## src/hdl/asc_pkg.sv

```systemverilog
// Shared types, widths and codes for the aliquot sum classifier.
// Used by every other file under hdl; depends on nothing.
`timescale 1ns / 1ps
`default_nettype none

package asc_pkg;

    // Width of the number as used inside the block (8..32).
    localparam int NUMBER_BITS  = 16;
    // Fixed field widths of the words on the channels.
    localparam int IN_BITS      = 16;
    localparam int SUM_BITS     = 18;
    localparam int CLASS_BITS   = 2;
    // Internal sum: sigma(n) - n stays below 8 * n for n < 2^32.
    localparam int SUM_INT_BITS = (NUMBER_BITS + 3 > SUM_BITS + 1) ?
                                  NUMBER_BITS + 3 : SUM_BITS + 1;
    // Step counter of the remainder unit holds NUMBER_BITS itself.
    localparam int CNT_BITS     = $clog2(NUMBER_BITS + 1);

    localparam int FIRST_CANDIDATE = 2;

    typedef logic [NUMBER_BITS-1:0]  t_num;
    typedef logic [SUM_INT_BITS-1:0] t_sum_int;
    typedef logic [SUM_BITS-1:0]     t_sum;
    typedef logic [CLASS_BITS-1:0]   t_class;
    typedef logic [CNT_BITS-1:0]     t_cnt;

    localparam t_sum   SUM_MAX         = '1;

    localparam t_class CLASS_DEFICIENT = 2'd0;
    localparam t_class CLASS_PERFECT   = 2'd1;
    localparam t_class CLASS_ABUNDANT  = 2'd2;

    // Request to the remainder unit.
    typedef struct packed {
        logic start;
        t_num dividend;
        t_num divisor;
    } t_div_req;

    // Status back from the remainder unit.
    typedef struct packed {
        logic busy;
        logic done;
        t_num rem;
    } t_div_stat;

endpackage

`default_nettype wire

```

## src/hdl/asc_if.sv

```systemverilog
// Valid/ready channel interfaces for the aliquot sum classifier.
// Depends on asc_pkg for the payload widths.
`timescale 1ns / 1ps
`default_nettype none

interface asc_in_if;
    logic                          valid;
    logic                          ready;
    logic [asc_pkg::IN_BITS-1:0]   number;

    modport source (output valid, output number, input ready);
    modport sink   (input valid, input number, output ready);
endinterface

interface asc_out_if;
    logic                          valid;
    logic                          ready;
    logic [asc_pkg::SUM_BITS-1:0]  divisor_sum;
    logic [asc_pkg::CLASS_BITS-1:0] number_class;

    modport source (output valid, output divisor_sum, output number_class, input ready);
    modport sink   (input valid, input divisor_sum, input number_class, output ready);
endinterface

`default_nettype wire

```

## src/hdl/asc_div.sv

```systemverilog
// Shared restoring remainder unit: one quotient bit per cycle.
// Depends on asc_pkg.
`timescale 1ns / 1ps
`default_nettype none

module asc_div (
    input  wire                i_clk,
    input  wire                i_rst_n,
    input  asc_pkg::t_div_req  i_req,
    output asc_pkg::t_div_stat o_stat
);

    logic                         r_busy, n_busy;
    logic                         r_done, n_done;
    asc_pkg::t_cnt                r_cnt, n_cnt;
    asc_pkg::t_num                r_rem, n_rem;
    asc_pkg::t_num                r_q, n_q;

    logic [asc_pkg::NUMBER_BITS:0] rem_sh;
    logic [asc_pkg::NUMBER_BITS:0] rem_diff;

    always_comb begin
        rem_sh   = {r_rem, r_q[asc_pkg::NUMBER_BITS-1]};
        rem_diff = rem_sh - {1'b0, i_req.divisor};
    end

    always_comb begin
        n_busy = r_busy;
        n_done = 1'b0;
        n_cnt  = r_cnt;
        n_rem  = r_rem;
        n_q    = r_q;
        if (i_req.start) begin
            n_busy = 1'b1;
            n_cnt  = asc_pkg::t_cnt'(asc_pkg::NUMBER_BITS);
            n_rem  = '0;
            n_q    = i_req.dividend;
        end else if (r_busy) begin
            // restore unless the shifted remainder covers the divisor
            if (!rem_diff[asc_pkg::NUMBER_BITS]) begin
                n_rem = rem_diff[asc_pkg::NUMBER_BITS-1:0];
            end else begin
                n_rem = rem_sh[asc_pkg::NUMBER_BITS-1:0];
            end
            n_q   = {r_q[asc_pkg::NUMBER_BITS-2:0], 1'b0};
            n_cnt = r_cnt - 1'b1;
            if (r_cnt == asc_pkg::t_cnt'(1)) begin
                n_busy = 1'b0;
                n_done = 1'b1;
            end
        end
    end

    always_ff @(posedge i_clk) begin
        if (!i_rst_n) begin
            r_busy <= 1'b0;
            r_done <= 1'b0;
            r_cnt  <= '0;
        end else begin
            r_busy <= n_busy;
            r_done <= n_done;
            r_cnt  <= n_cnt;
        end
        r_rem <= n_rem;
        r_q   <= n_q;
    end

    assign o_stat.busy = r_busy;
    assign o_stat.done = r_done;
    assign o_stat.rem  = r_rem;

endmodule

`default_nettype wire

```

## src/hdl/aliquot_sum_classifier_core.sv

```systemverilog
// Aliquot sum classifier: sequencer, divisor sum and output word register.
// Depends on asc_pkg, asc_in_if / asc_out_if and asc_div.
//
// Usage:
//   i_in  takes one word: number (16 bits, low NUMBER_BITS used).
//   o_out gives one word per input: divisor_sum (sum of proper divisors,
//   saturated at 18 bits) and number_class (0 deficient, 1 perfect,
//   2 abundant). Zero and one give sum 0, deficient.
// Operation:
//   Every candidate d from 2 to n/2 goes through the shared remainder
//   unit, which retires one bit per cycle, so run time grows with n;
//   n < 4 skips the unit. A new word is taken only once the last one's
//   result has been written to the output register.
//   i_in.ready is high only while the sequencer is idle.
// Stall:
//   A finished word sits in the output register until taken; a new input
//   is accepted meanwhile, and its result waits in the classify state if
//   the output register is still full.
// Reset:
//   Synchronous, active low; clears the sequencer and the output valid.
`timescale 1ns / 1ps
`default_nettype none

module aliquot_sum_classifier_core (
    input  wire        i_clk,
    input  wire        i_rst_n,
    asc_in_if.sink     i_in,
    asc_out_if.source  o_out
);

    typedef enum logic [2:0] {
        S_IDLE,
        S_DIV_START,
        S_DIV_WAIT,
        S_CLASSIFY
    } t_state;

    t_state               r_state, n_state;
    asc_pkg::t_num        r_num, n_num;
    asc_pkg::t_num        r_half, n_half;
    asc_pkg::t_num        r_cand, n_cand;
    asc_pkg::t_sum_int    r_sum, n_sum;
    logic                 r_out_valid, n_out_valid;
    asc_pkg::t_sum        r_out_sum, n_out_sum;
    asc_pkg::t_class      r_out_class, n_out_class;

    asc_pkg::t_div_req    div_req;
    asc_pkg::t_div_stat   div_stat;

    asc_pkg::t_num        in_num;
    asc_pkg::t_sum_int    num_ext;
    logic                 out_free;

    asc_div u_div (
        .i_clk   (i_clk),
        .i_rst_n (i_rst_n),
        .i_req   (div_req),
        .o_stat  (div_stat)
    );

    always_comb begin
        in_num           = asc_pkg::t_num'(i_in.number);
        num_ext          = asc_pkg::t_sum_int'(r_num);
        out_free         = !r_out_valid || o_out.ready;
        div_req.start    = (r_state == S_DIV_START);
        div_req.dividend = r_num;
        div_req.divisor  = r_cand;
    end

    always_comb begin
        n_state     = r_state;
        n_num       = r_num;
        n_half      = r_half;
        n_cand      = r_cand;
        n_sum       = r_sum;
        n_out_valid = r_out_valid;
        n_out_sum   = r_out_sum;
        n_out_class = r_out_class;

        if (r_out_valid && o_out.ready) begin
            n_out_valid = 1'b0;
        end

        unique case (r_state)
            S_IDLE: begin
                if (i_in.valid) begin
                    n_num  = in_num;
                    n_half = in_num >> 1;
                    n_cand = asc_pkg::t_num'(asc_pkg::FIRST_CANDIDATE);
                    if (in_num < asc_pkg::t_num'(2)) begin
                        n_sum   = '0;
                        n_state = S_CLASSIFY;
                    end else begin
                        n_sum = asc_pkg::t_sum_int'(1);
                        // n = 2 or 3: no candidate to try
                        if (in_num < asc_pkg::t_num'(4)) begin
                            n_state = S_CLASSIFY;
                        end else begin
                            n_state = S_DIV_START;
                        end
                    end
                end
            end
            S_DIV_START: begin
                n_state = S_DIV_WAIT;
            end
            S_DIV_WAIT: begin
                if (div_stat.done) begin
                    if (div_stat.rem == '0) begin
                        n_sum = r_sum + asc_pkg::t_sum_int'(r_cand);
                    end
                    if (r_cand == r_half) begin
                        n_state = S_CLASSIFY;
                    end else begin
                        n_cand  = r_cand + 1'b1;
                        n_state = S_DIV_START;
                    end
                end
            end
            S_CLASSIFY: begin
                if (out_free) begin
                    n_out_valid = 1'b1;
                    if (r_sum > asc_pkg::t_sum_int'(asc_pkg::SUM_MAX)) begin
                        n_out_sum = asc_pkg::SUM_MAX;
                    end else begin
                        n_out_sum = r_sum[asc_pkg::SUM_BITS-1:0];
                    end
                    // zero has sum 0 == n but is not perfect
                    priority if (r_num == '0 || r_sum < num_ext) begin
                        n_out_class = asc_pkg::CLASS_DEFICIENT;
                    end else if (r_sum == num_ext) begin
                        n_out_class = asc_pkg::CLASS_PERFECT;
                    end else begin
                        n_out_class = asc_pkg::CLASS_ABUNDANT;
                    end
                    n_state = S_IDLE;
                end
            end
            default: begin
                n_state = S_IDLE;
            end
        endcase
    end

    always_ff @(posedge i_clk) begin
        if (!i_rst_n) begin
            r_state     <= S_IDLE;
            r_out_valid <= 1'b0;
        end else begin
            r_state     <= n_state;
            r_out_valid <= n_out_valid;
        end
        r_num       <= n_num;
        r_half      <= n_half;
        r_cand      <= n_cand;
        r_sum       <= n_sum;
        r_out_sum   <= n_out_sum;
        r_out_class <= n_out_class;
    end

    assign i_in.ready         = (r_state == S_IDLE);
    assign o_out.valid        = r_out_valid;
    assign o_out.divisor_sum  = r_out_sum;
    assign o_out.number_class = r_out_class;

endmodule

`default_nettype wire

```

## src/flat_wrapper.sv

```systemverilog
// flat-port wrapper written by rule: the top's interface ports become plain ports
module aliquot_sum_classifier_core_flat 
  (i_clk, i_rst_n, i_in_valid, i_in_number, i_in_ready, o_out_valid, o_out_divisor_sum, o_out_number_class, o_out_ready);
  asc_in_if i_in_i ();
  asc_out_if o_out_i ();
  input  wire i_clk;
  input  wire i_rst_n;
  input wire logic [$bits(i_in_i.valid)-1:0] i_in_valid;
  input wire logic [$bits(i_in_i.number)-1:0] i_in_number;
  output wire logic [$bits(i_in_i.ready)-1:0] i_in_ready;
  output wire logic [$bits(o_out_i.valid)-1:0] o_out_valid;
  output wire logic [$bits(o_out_i.divisor_sum)-1:0] o_out_divisor_sum;
  output wire logic [$bits(o_out_i.number_class)-1:0] o_out_number_class;
  input wire logic [$bits(o_out_i.ready)-1:0] o_out_ready;
  assign i_in_i.valid = i_in_valid;
  assign i_in_i.number = i_in_number;
  assign i_in_ready = i_in_i.ready;
  assign o_out_valid = o_out_i.valid;
  assign o_out_divisor_sum = o_out_i.divisor_sum;
  assign o_out_number_class = o_out_i.number_class;
  assign o_out_i.ready = o_out_ready;
  aliquot_sum_classifier_core u_core (.i_clk(i_clk), .i_rst_n(i_rst_n), .i_in(i_in_i), .o_out(o_out_i));
endmodule
```

## config.mk

```make
export PLATFORM = sky130hd
export DESIGN_NAME = aliquot_sum_classifier_core_flat
export DESIGN_NICKNAME = d
export VERILOG_FILES = /design/src/hdl/asc_pkg.sv /design/src/hdl/asc_if.sv /design/src/hdl/asc_div.sv /design/src/hdl/aliquot_sum_classifier_core.sv /design/src/flat_wrapper.sv
export SDC_FILE = /design/constraint.sdc
export NUM_CORES = 1
export LEC_CHECK = 0
export BUFFER_PORTS_ARGS = -buffer_cell sky130_fd_sc_hd__buf_4
export CORE_MARGIN = 2
export CORE_UTILIZATION = 55
export CTS_BUF_LIST = sky130_fd_sc_hd__clkbuf_8
export CTS_CLUSTER_SIZE = 8
export DETAILED_ROUTE_END_ITERATION = 10
export MAX_ROUTING_LAYER = met4
export PLACE_DENSITY = 0.73
export SETUP_SLACK_MARGIN = 0.4
export SLEW_MARGIN = 20
export SYNTH_ARGS = -nofsm -noshare
export SYNTH_HDL_FRONTEND = slang
export SYNTH_SLANG_ARGS = --single-unit
```

## constraint.sdc

```tcl
create_clock -name i_clk -period 3.3 [get_ports i_clk]
set_input_delay 0.99 -clock i_clk [delete_from_list [all_inputs] [get_ports i_clk]]
set_output_delay 0.99 -clock i_clk [all_outputs]
set_load 0.005 [all_outputs]
```

; ---- Word-level counts from Yosys, hierarchy flattened
; Index checks and enable logic that the tools add are counted.
[op_classes]
n_reduce_logical = 16
bitwise_logic = 2
mux = 29
order_cmp = 4
n_addsub = 4
n_eq_ne = 11
[ops]
columns = operator, n
row1 = 2-to-1 mux 16 bit, 6
row2 = 2-to-1 mux 19 bit, 3
row3 = case mux 19 bit (2 select lines), 1
row4 = zero test 16 bit, 2
row5 = case mux 16 bit (2 select lines), 1
row6 = adder 19 x 16 -> 19 bit, 1
row7 = equality test 19 x 16 -> 1 bit, 1
row8 = greater-than comparator 19 x 18 -> 1 bit (second input constant), 1
row9 = less-than comparator 19 x 16 -> 1 bit, 1
row10 = subtractor 17 x 16 -> 17 bit, 1
row11 = adder 16 x 1 -> 16 bit (second input constant), 1
row12 = equality test 16 x 15 -> 1 bit, 1
row13 = less-than comparator 16 x 2 -> 1 bit (second input constant), 1
row14 = less-than comparator 16 x 3 -> 1 bit (second input constant), 1
row15 = 2-to-1 mux 3 bit, 4
row16 = case mux 3 bit (4 select lines), 1
row17 = 2-to-1 mux 5 bit, 2
row18 = 2-to-1 mux 1 bit, 8
row19 = AND reduction 4 bit, 2
row20 = equality test 3 x 2 -> 1 bit (second input constant), 2
row21 = 2-to-1 mux 2 bit, 3
row22 = != test 2 bit (second input constant), 3
row23 = equality test 5 x 1 -> 1 bit (second input constant), 1
row24 = subtractor 5 x 1 -> 5 bit (second input constant), 1
row25 = 12 further kinds, 17
[totals]
reg_bits = 129
out_inout_bits = 22
inputBits = 20
wordCells = 80

; ---- Longest topological paths before layout
; Gate-level depths: netlist (run 1).
[logic_depth]
depth_word = 5
mapped_depth = 11
ltp_nobuf = 10

; ---- Modules after synthesis
; Synthesis (run 1) repeated with hierarchy kept, for this count alone.
[unflattened]
cells_unflattened = 667
hier_area_um2 = 6896.6
[by_module_without_submodules]
columns = module, cells_each, instances, area_per_inst_um2, seq_area_each_um2
row1 = aliquot_sum_classifier_core, 403, 1, 4362.9, 2192.1
row2 = asc_div, 264, 1, 2533.7, 940.9

; ---- Worst setup path before layout (run 1)
; No wires, ideal clock.
[synth_path]
path_type = in2reg
from = input port i_in_valid
to = register u_core.r_cand[0] (enable)
setup_ns = 0.414
path_stages = 2
path_buffers = 0
required_time_ns = 2.886
t_arrival_ns = 2.304
setup_slack_ns = 0.581
cell_sequence = nand2b_1 -> a211oi_1
[synth_between]
elab_chain_cells = 2
[synth_rtl]
columns = element, line
row1 = "start, declared", flat_wrapper.sv:8  ; input wire logic [$bits(i_in_i.valid)-1:0] i_in_valid;
row2 = != test 2 bit (no source line), --
row3 = AND reduction 4 bit (no source line), --
row4 = "end signal, assigned", aliquot_sum_classifier_core.sv:155  ; r_cand <= n_cand;
row5 = "end, declared", aliquot_sum_classifier_core.sv:41  ; asc_pkg::t_num r_cand, n_cand;
; Every way passes these cells.
; A chain may end at the register's enable or synchronous reset.

; ---- Worst setup path after layout (run 1)
[layout_path]
from = register u_core.r_cand[0]
to = register u_core.u_div.r_rem[1]
[layout_between]
elab_chain_cells = 2
[layout_rtl]
columns = element, line
row1 = subtractor 17 x 16 -> 17 bit, asc_div.sv:24  ; rem_diff = rem_sh - {1'b0, i_req.divisor};
row2 = 2-to-1 mux 16 bit, asc_div.sv:40  ; if (!rem_diff[asc_pkg::NUMBER_BITS]) begin
row3 = "end signal, assigned", asc_div.sv:64  ; r_rem <= n_rem;
row4 = "end, declared", asc_div.sv:16  ; asc_pkg::t_num r_rem, n_rem;
; Every way passes these cells.

==> impl_metrics.yaml, run 1 <==
yosys:
  synth.distinct_cells: 61
  ys_top_cells_by_area: "edfxtp_1 38%, ha_1 9.3%, dfxtp_1 7.6%"
  yosys_warnings: 0
  syn_area_um2: 6865
  avgSynthCellArea_um2: 9.979
  synth_edf_count: 87
  synth_fp_nets: 761
  yosysTopAreaCellShare_pct: 38.05
  netlist_instances: 688
  yosysMostFrequentCell: "edfxtp_1"
  async_reset_ff_share_pct: 0
  ys_seq_area_share_pct: 45.64
  yosys-top-cells-count: "87 x edfxtp_1, 64 x nand2_1, 51 x ha_1, 51 x nor2_1, 48 x o21ai_0"
  ys_seq_elements: 113
  synthFlopType: "edfxtp_1"
  synth_top_area_cell: "edfxtp_1"
pwr:
  clkPwrFrac_pct: 25.1
  seqPwrFrac_pct: 38.4
  ir_drop_v: 0.0006821
  leakage_nw: 3.110
  power_density_nw_per_um2: 656.1
  combPwrFrac_pct: 36.5
  p_int_w: 0.003265
  p_sw_share_pct: 35.90
  p_sw_w: 0.001829
clocking:
  tritoncts: "built"
  cts_max_path_buffers: 2
  path_clk_slew_ns: 0.07
  clockRootBuffer: "clkbuf_8"
  clk_latency_ns: 0.45
  ctsHoldBuffers: 0
  numClockSinks: 113
  cts_max_level: 4
  numCtsBuffers: 17
setup_path:
  crit_slowest_cell: "edfxtp_1"
  path_max_fanout: 11
  startpoint: "u_core.r_cand[0]$_SDFFCE_PN0P_"
  crit_arrival_ns: 3.10
  startpoint_type: "register"
  regToRegEndpoint: "u_core.u_div.r_rem[1]$_SDFFE_PP0P_"
  r2r_cells: 10
  worstPathCellList: "ha_1, fa_1, nand2b_1, a21o_1, a31oi_4, a31o_4, xor2_4, buf_12, nand2_2, a32o_1"
  rrSetupSlack_ns: 0.54
  critPathCapture: "u_core.u_div.r_rem[1]$_SDFFE_PP0P_"
  critPathMaxStageDelay_ns: 0.47
  critical_path_class: "register to register"
  crit_path_end_kind: "register"
  regToRegStartpoint: "u_core.r_cand[0]$_SDFFCE_PN0P_"
  crit_required_ns: 3.64
timing:
  rsz0062_at_grt: "yes"
  setup_ws_ns: 0.5396
  finalHoldViolCount: 0
  maxSlewViolCount: 0
  finClkSkew_ns: 0.01074
  finalSetupViolCount: 0
  finalSetupTns_ns: 0
  slew_headroom_pct: 49.59
  worst_slew_pin_slew_ns: 0.7562
  period_share_pct: 83.65
  post-route-min-period_ns: 2.760
  clock.fmax_mhz: 362.3
placed_design:
  dp.cells: 882
  placed_cell_area_um2: 7343
  dp_hpwl_mm: 12.48
  place_ws_ns: 0.4523
  port-buffer-count: 41
  gp_congestion: 0.9622
cells_and_area:
  drive_above_1_share_pct: 14.57
  fin_util_pct: 64.11
  diodes: 0
  final_cells: 916
  final_cell_area_um2: 7765
  syn_to_final_growth_pct: 13.10
  fillers: 1008
  nNetsFinal: 808
die:
  die-area_um2: 13390
  core_area_um2: 12110
  num_rows: 40
  fp.dieW_um: 115.7
  die_h_um: 115.7
  initial_core_util_pct: 56.68
  io_pins: 42
drt:
  drc: 0
  viasPerCell: 5.892
  drt_iter0_markers: 336
  ant_nets: 0
  wl_per_cell_um: 18.02
  vias: 5397
  drt-total-wl_mm: 16.51
  firstDrtPassIters: 6
global_routing:
  grt_pass1_wl_mm: 26.85
  grt_use_total_pct: 27.28
  grt_start_max_net_pins: 35
  grt_antenna_before_repair: 0
  grt_overflow: 0
  first_global_vias: 5341
worst_hold_path:
  min_path_type: "register to register"
run_status:
  status: "complete, no violations"
job:
  drv_cap: 0
## power by group through the flow
stage / Combinational (W) / Clock, W / Sequential (W)
floorplan: 0.00151 / 0 / 0.00187
global placement: 0.00172 / 0 / 0.00197
detailed placement: 0.00177 / 0 / 0.00198
CTS: 0.00178 / 0.00130 / 0.00195
global route: 0.00206 / 0.00135 / 0.00197
finish: 0.00186 / 0.00128 / 0.00196
## registers in the layout, summed over array words and instances (netlist names)
signal                     flops
u_core.u_div.r_cnt             5
u_core.u_div.r_done            1
u_core.o_out.divisor_sum      18
u_core.r_cand                 16
u_core.u_div.r_busy            1
u_core.r_num                  16
u_core.r_sum                  19
u_core.o_out.valid             1
u_core.o_out.number_class      2
u_core.u_div.r_q              16
u_core.r_state                 2
u_core.u_div.r_rem            16
## routing by layer
layer / GRT usage (%) / wire length, um / up-vias
met5: - / 0 / -
met3: 6.276 / 810 / 44
li1: - / - / 2600
met2: 44.72 / 8141 / 183
met1: 32.30 / 7024 / 2570
met4: 11.90 / 529 / 0
## layout by cell type (no fill, tap or decap), types with 3 or more instances in the layout
cell	netlist	final
a211oi_1	7	6
mux2i_1	4	4
or4_1	5	5
o21ai_0	48	48
nand4_1	12	12
o311ai_0	3	3
nor2_1	51	50
and2_1	5	5
or3_1	8	8
dfxtp_1	26	26
nor3_1	11	11
inv_1	45	47
a31oi_1	11	11
nand3_1	14	14
nor4_1	15	15
buf_4	1	49
bufinv_16	0	3
a21oi_1	38	37
clkbuf_8	0	17
xor2_1	18	18
or2_2	19	19
nor2b_1	12	12
o21a_1	8	8
edfxtp_1	87	87
clkinv_1	0	5
nand2_1	64	64
a21o_1	18	18
nand2b_1	10	10
o211ai_1	3	3
xnor2_1	32	32
ha_1	51	51
o31ai_1	3	3
## timing repair
action | in CTS | in global routing
buffers inserted | 0 | 2
setup endpoints to repair | 0 | 7
gates resized for setup | 0 | 1
## area by class of cell
cell class	instances	area [um2]	share of cell area [%]
Clock inverter	15	151.4	1.950
Timing Repair Buffer	50	387.9	4.995
Sequential cell	113	3133	40.35
Multi-Input combinational cell	508	3480	44.81
Clock buffer	17	234.0	3.013
Tap cell	168	210.2	2.707
Inverter	45	168.9	2.175
## logic make-up (layout without fill, tap and decap cells)
group / after synthesis / count (layout) / share of synthesized area, %
simple gates: 232 / 232 / 16.68
compound gates: 167 / 167 / 16.07
flops: 113 / 113 / 45.64
buf+inv: 67 / 127 / 3.973
fa+ha+maj: 53 / 53 / 9.878
xor+xnor: 52 / 52 / 7.181
mux: 4 / 4 / 0.5832
## critical path: cells and delay by family (launching register included)
| family | cells | cell delay [ns] |
|---|---|---|
| buffers and inverters | 1 | 0.15 |
| XOR/XNOR | 1 | 0.18 |
| AO/OA/AOI/OAI | 4 | 0.97 |
| adder cells (fa/ha/maj) | 2 | 0.66 |
| flip-flops | 1 | 0.47 |
| AND/OR/NAND/NOR | 2 | 0.23 |
## through the flow
stage,hold WS (ns),total power (W)
after floorplan,0.4587,0.003373
after global placement,0.4819,0.003694
after detailed placement,0.5104,0.003742
after CTS,0.5187,0.005032
after global routing,0.5526,0.005383
final,0.5132,0.005094
## how the worst min path moves through the flow
stage               cells past startpoint                                  end                           startpoint  slack [ns]
floorplan                               2  u_core.u_div.r_rem[11]$_SDFFE_PP0P_  u_core.u_div.r_rem[11]$_SDFFE_PP0P_        0.46
global placement                        2   u_core.u_div.r_cnt[1]$_SDFFE_PP0P_   u_core.u_div.r_cnt[1]$_SDFFE_PP0P_        0.48
detailed placement                      2   u_core.u_div.r_rem[9]$_SDFFE_PP0P_   u_core.u_div.r_rem[8]$_SDFFE_PP0P_        0.51
CTS                                     2   u_core.u_div.r_rem[9]$_SDFFE_PP0P_   u_core.u_div.r_rem[8]$_SDFFE_PP0P_        0.52
global route                            2       u_core.u_div.r_q[10]$_DFFE_PP_        u_core.u_div.r_q[9]$_DFFE_PP_        0.55
finish                                  2   u_core.u_div.r_cnt[1]$_SDFFE_PP0P_   u_core.u_div.r_cnt[1]$_SDFFE_PP0P_        0.51
Power figures use the tool's default switching activity.
==> run 2: changes to the inputs <==
- PLACE_DENSITY: 0.73 -> 0.76
- clock period: 3.3 -> 2.5 ns (I/O delays scaled with it)
==> run 2 against run 1 <==
The flow now finishes with violations (negative setup slack). Clock power grew 39%. Utilization grew 9.5 points. Clock skew shrank 0.0016 ns. Sequential power grew 32%. Power grew 54%. Register-to-register slack lost 0.63 ns. Global-route usage grew 2.0 points. Die area is the same. Setup slack lost 0.63 ns. First-iteration DRC count grew 34%. Cell count grew 8.1%. Largest power group is now combinational logic.
==> impl_metrics.yaml, run 2 (synthesis gave the netlist of run 1 again) <==
drt:
  viasPerCell: 5.918
  drt_iter0_markers: 450
  drc: 0
  firstDrtPassIters: 5
  drt-total-wl_mm: 19.11
  vias: 5859
  wl_per_cell_um: 19.30
  ant_nets: 0
timing:
  slew_headroom_pct: 26.32
  finalSetupViolCount: 15
  setup_ws_ns: -0.08753
  post-route-min-period_ns: 2.588
  worst_slew_pin_slew_ns: 1.104
  rsz0062_at_grt: "yes"
  clock.fmax_mhz: 386.5
  finalSetupTns_ns: -0.5531
  finalHoldViolCount: 0
  maxSlewViolCount: 0
  finClkSkew_ns: 0.009144
  period_share_pct: 103.5
  finalHoldWorstSlack_ns: 0.4626
setup_path:
  critPathMaxStageDelay_ns: 0.48
  worst-path-stages: 10
  crit_required_ns: 2.81
  crit_arrival_ns: 2.90
  rrSetupSlack_ns: -0.09
  worstPathCellList: "ha_1, inv_1, fa_1, nor2b_2, o21ai_2, a21boi_2, o32a_4, a2111oi_4, or4_1, o21ai_0"
  crit_slowest_cell: "or4_1"
  critical_path_class: "register to register"
  r2r_cells: 10
  path_max_fanout: 4
  cp_top_family: "simple AND/OR/NAND/NOR gates"
  startpoint: "u_core.r_cand[0]$_SDFFCE_PN0P_"
  startpoint_type: "register"
  crit_path_end_kind: "register"
  regToRegStartpoint: "u_core.r_cand[0]$_SDFFCE_PN0P_"
  cp_num_buf_inv: 1
clocking:
  numCtsBuffers: 17
  tritoncts: "built"
  clockRootBuffer: "clkbuf_8"
  clk_latency_ns: 0.46
  numClockSinks: 113
  cts_max_path_buffers: 2
  path_clk_slew_ns: 0.07
  cts_max_level: 4
pwr:
  combPwrFrac_pct: 44.4
  p_int_w: 0.004974
  power_density_nw_per_um2: 881.2
  ir_drop_v: 0.001095
  p_sw_w: 0.002883
  leakage_nw: 3.543
  clkPwrFrac_pct: 22.6
  seqPwrFrac_pct: 33.0
  p_sw_share_pct: 36.69
cells_and_area:
  multi_input_area_um2: 3990
  drive_above_1_share_pct: 32.73
  diodes: 0
  fillers: 847
  largest_reg_flops: 19
  final_common_cell: "buf_4"
  top_register: "u_core.r_sum"
  regArea_um2: 3136
  final_cell_mix: "104 x buf_4, 87 x edfxtp_1, 55 x nand2_1, 48 x nor2_1, 41 x inv_1"
  fin_util_pct: 73.62
  syn_to_final_growth_pct: 29.87
  nNetsFinal: 882
  final_cell_area_um2: 8916
global_routing:
  grt_start_max_net_pins: 46
  grt_pass1_wl_mm: 28.66
  first_global_vias: 5679
  grt_antenna_before_repair: 0
  grt_overflow: 0
  grt_use_total_pct: 29.32
placed_design:
  dp_hpwl_mm: 13.12
  place_ws_ns: -0.07589
  port-buffer-count: 41
  placed_cell_area_um2: 7760
  gp_congestion: 1.066
die:
  die_h_um: 115.7
  num_rows: 40
  io_pins: 42
  fp.dieW_um: 115.7
  core_area_um2: 12110
  initial_core_util_pct: 56.68
  die-area_um2: 13390
worst_hold_path:
  whs_path_depth: 1
  min_from: "i_in_number[0]"
  min_path_type: "input pin to register"
job:
  drv_cap: 0
run_status:
  status: "complete, but fails checks"
  violations: "negative setup slack"
## run 2: final cells by class
type,count,area share (%)
repair buffers,123,11.25
multi-input cells,509,44.75
clock buffers,17,2.624
inverters,45,1.937
well taps,168,2.358
flip-flops and latches,113,35.17
clock inverters,15,1.909
## run 2: power by group through the flow
stage / sequential [W] / combinational, W / clock (W)
4_1_cts: 0.00257 / 0.00311 / 0.00178
6_report: 0.00259 / 0.00349 / 0.00178
3_5_place_dp: 0.00259 / 0.00277 / 0
5_1_grt: 0.00262 / 0.00378 / 0.00185
3_3_place_gp: 0.00259 / 0.00271 / 0
2_1_floorplan: 0.00247 / 0.00206 / 0
## run 2: metrics by stage
| step | instances | total power (W) |
|---|---|---|
| finish | 990 | 0.007857 |
| global route | 990 | 0.008249 |
| CTS | 967 | 0.007463 |
| detailed placement | 924 | 0.005360 |
| global placement | 924 | 0.005292 |
| floorplan | 688 | 0.004523 |
## run 2: final timing paths
| kind | end |
|---|---|
| hold reg to reg | u_core.u_div.r_cnt[1]$_SDFFE_PP0P_ |
| hold / removal | u_core.r_num[0]$_DFFE_PP_ |
| setup reg to reg | u_core.r_sum[14]$_SDFFCE_PN0P_ |
| setup / recovery | u_core.r_sum[14]$_SDFFCE_PN0P_ |
## run 2: repair_timing
action                                  CTS  global route
setup buffers                            11            21
endpoints found under the setup margin   48            71
gates cloned                              0             2
pin swaps                                20            27
hold buffers                              0             0
gates resized for setup                  46            59
## run 2: layer usage
metal / share of wire (%) / GRT usage [%] / wire, um
met3: 5.4 / 5.126 / 1030
met5: 0 / - / 0
met2: 50 / 48.77 / 9491
met4: 5.1 / 16.35 / 973
met1: 40 / 33.62 / 7613
==> run 3: changes to the inputs <==
- CORE_ASPECT_RATIO: unset -> 1.4
- MAX_ROUTING_LAYER: met4 -> unset
- TNS_END_PERCENT: unset -> 5
==> run 3 against run 2 <==
The run still ends with negative setup slack left. Die area hardly changed. Critical endpoint is now u_core.r_sum[16]$_SDFFCE_PN0P_. Fmax is 0.58% higher. Design area is 3.4% lower. Highest routed layer unchanged.
==> impl_metrics.yaml, run 3 (synthesis gave the netlist of run 1 again) <==
worst_hold_path:
  min_path_type: "input pin to register"
  min_from: "i_in_number[0]"
clocking:
  numClockSinks: 113
  tritoncts: "built"
  clk_latency_ns: 0.45
  numCtsBuffers: 17
  path_clk_slew_ns: 0.07
  clockRootBuffer: "clkbuf_8"
  cts_max_level: 4
  cts_max_path_buffers: 2
  ctsHoldBuffers: 0
pwr:
  power_density_nw_per_um2: 875.0
  leakage_nw: 3.483
  combPwrFrac_pct: 43.7
  clkPwrFrac_pct: 21.5
  p_sw_share_pct: 37.74
  p_int_w: 0.004692
  ir_drop_v: 0.0007277
  seqPwrFrac_pct: 34.8
  p_sw_w: 0.002844
placed_design:
  dp_hpwl_mm: 13.60
  gp_congestion: 0.9978
  port-buffer-count: 41
  placed_cell_area_um2: 7701
  dp.cells: 910
drt:
  wl_per_cell_um: 20.33
  ant_nets: 0
  drt_iter0_markers: 500
  viasPerCell: 6.159
  drt-total-wl_mm: 19.42
  vias: 5882
  firstDrtPassIters: 6
  drc: 0
timing:
  finalSetupViolCount: 5
  finalSetupTns_ns: -0.1622
  post-route-min-period_ns: 2.573
  worst_slew_pin_slew_ns: 0.7350
  rsz0062_at_grt: "yes"
  period_share_pct: 102.9
  slew_headroom_pct: 51.00
  finalHoldViolCount: 0
  finClkSkew_ns: 0.01400
  maxSlewViolCount: 0
  finalHoldWorstSlack_ns: 0.4897
  clock.fmax_mhz: 388.7
  setup_ws_ns: -0.07263
setup_path:
  rrSetupSlack_ns: -0.07
  crit_required_ns: 2.68
  crit_path_end_kind: "register"
  r2r_cells: 13
  startpoint: "u_core.r_cand[0]$_SDFFCE_PN0P_"
  regToRegEndpoint: "u_core.r_sum[16]$_SDFFCE_PN0P_"
  critical_path_class: "register to register"
  critPathCapture: "u_core.r_sum[16]$_SDFFCE_PN0P_"
  startpoint_type: "register"
  crit_arrival_ns: 2.75
  regToRegStartpoint: "u_core.r_cand[0]$_SDFFCE_PN0P_"
  path_max_fanout: 4
cells_and_area:
  fin_util_pct: 70.30
  drive_above_1_share_pct: 28.70
  final_cell_area_um2: 8613
  final_cell_mix: "95 x buf_4, 87 x edfxtp_1, 58 x nand2_1, 49 x nor2_1, 42 x inv_1"
  largest_reg_flops: 19
  top_register: "u_core.r_sum"
  syn_to_final_growth_pct: 25.46
  diodes: 0
  nNetsFinal: 865
  fillers: 882
  final_common_cell: "buf_4"
  final_cells: 955
job:
  drv_cap: 0
die:
  die_h_um: 136.2
  fp.dieW_um: 98.43
  initial_core_util_pct: 56.04
  io_pins: 42
  core_area_um2: 12250
  die-area_um2: 13410
  num_rows: 48
global_routing:
  grt_pass1_wl_mm: 29.42
  first_global_vias: 5994
  grt_antenna_before_repair: 0
  grt_use_total_pct: 28.78
  grt_start_max_net_pins: 34
  grt_overflow: 0
run_status:
  status: "complete, but fails checks"
  violations: "negative setup slack"
## run 3: cell count changes in the layout (fill, tap and decap cells not counted), sizes merged
cell | before | now
inv | 45 | 48
xnor2 | 34 | 33
clkinvlp | 5 | 2
bufinv | 3 | 2
buf | 123 | 107
clkinv | 7 | 8
## run 3: timing repair
item	4_1_cts	5_1_grt
pin swaps	52	39
buffers inserted	5	8
endpoints found under the setup margin	47	55
resized for setup	72	26
cloned	0	0
## run 3: metal layers
layer / wire length, um / vias to the layer above / global-route usage [%] / part of all wire [%]
met2: 10120 / 295 / 51.81 / 52
met4: 1668 / 0 / 23.74 / 8.6
met5: 0 / - / 0 / 0
met3: 1056 / 113 / 4.987 / 5.4
met1: 6578 / 2763 / 28.58 / 34
li1: - / 2711 / - / -
## run 3: area by class of cell
type / instances / area, um2 / area share [%]
timing repair buffer: 107 / 865.8 / 10.05
inverter: 45 / 168.9 / 1.961
multi-input combinational: 508 / 3897 / 45.25
clock buffer: 17 / 234.0 / 2.716
tap: 150 / 187.7 / 2.179
clock inverter: 15 / 126.4 / 1.467
sequential: 113 / 3133 / 36.37
## run 3: power by group through the flow
stage / Combinational [W] / Sequential (W) / Clock (W)
global route: 0.00356 / 0.00263 / 0.00171
CTS: 0.00312 / 0.00259 / 0.00161
detailed placement: 0.00279 / 0.00262 / 0
floorplan: 0.00201 / 0.00246 / 0
finish: 0.00329 / 0.00262 / 0.00162
global placement: 0.00271 / 0.00261 / 0
## run 3: worst min-delay path by stage
stage	end	slack (ns)	cells after the start
floorplan	u_core.u_div.r_rem[11]$_SDFFE_PP0P_	0.46	2
global placement	u_core.u_div.r_cnt[1]$_SDFFE_PP0P_	0.48	2
detailed placement	u_core.u_div.r_cnt[1]$_SDFFE_PP0P_	0.51	2
CTS	u_core.r_num[0]$_DFFE_PP_	0.48	1
global route	u_core.r_num[0]$_DFFE_PP_	0.47	1
finish	u_core.r_num[0]$_DFFE_PP_	0.49	1
## run 3: stage by stage
step	power, W	setup WS [ns]
final	0.007536	-0.07263
after global routing	0.007904	-0.1495
after CTS	0.007321	0.01259
after detailed placement	0.005414	-0.1252
after global placement	0.005312	-0.04262
after floorplan	0.004468	0.002525
## run 3: critical path: stages (launching register included)
cell	delay, ns
edfxtp_1	0.42
buf_6	0.15
ha_4	0.15
inv_2	0.05
fa_2	0.22
nor2b_4	0.05
o21ai_2	0.17
a21boi_2	0.10
o32a_4	0.41
buf_6	0.14
a31oi_4	0.19
buf_6	0.12
xnor2_2	0.09
nor2_1	0.05
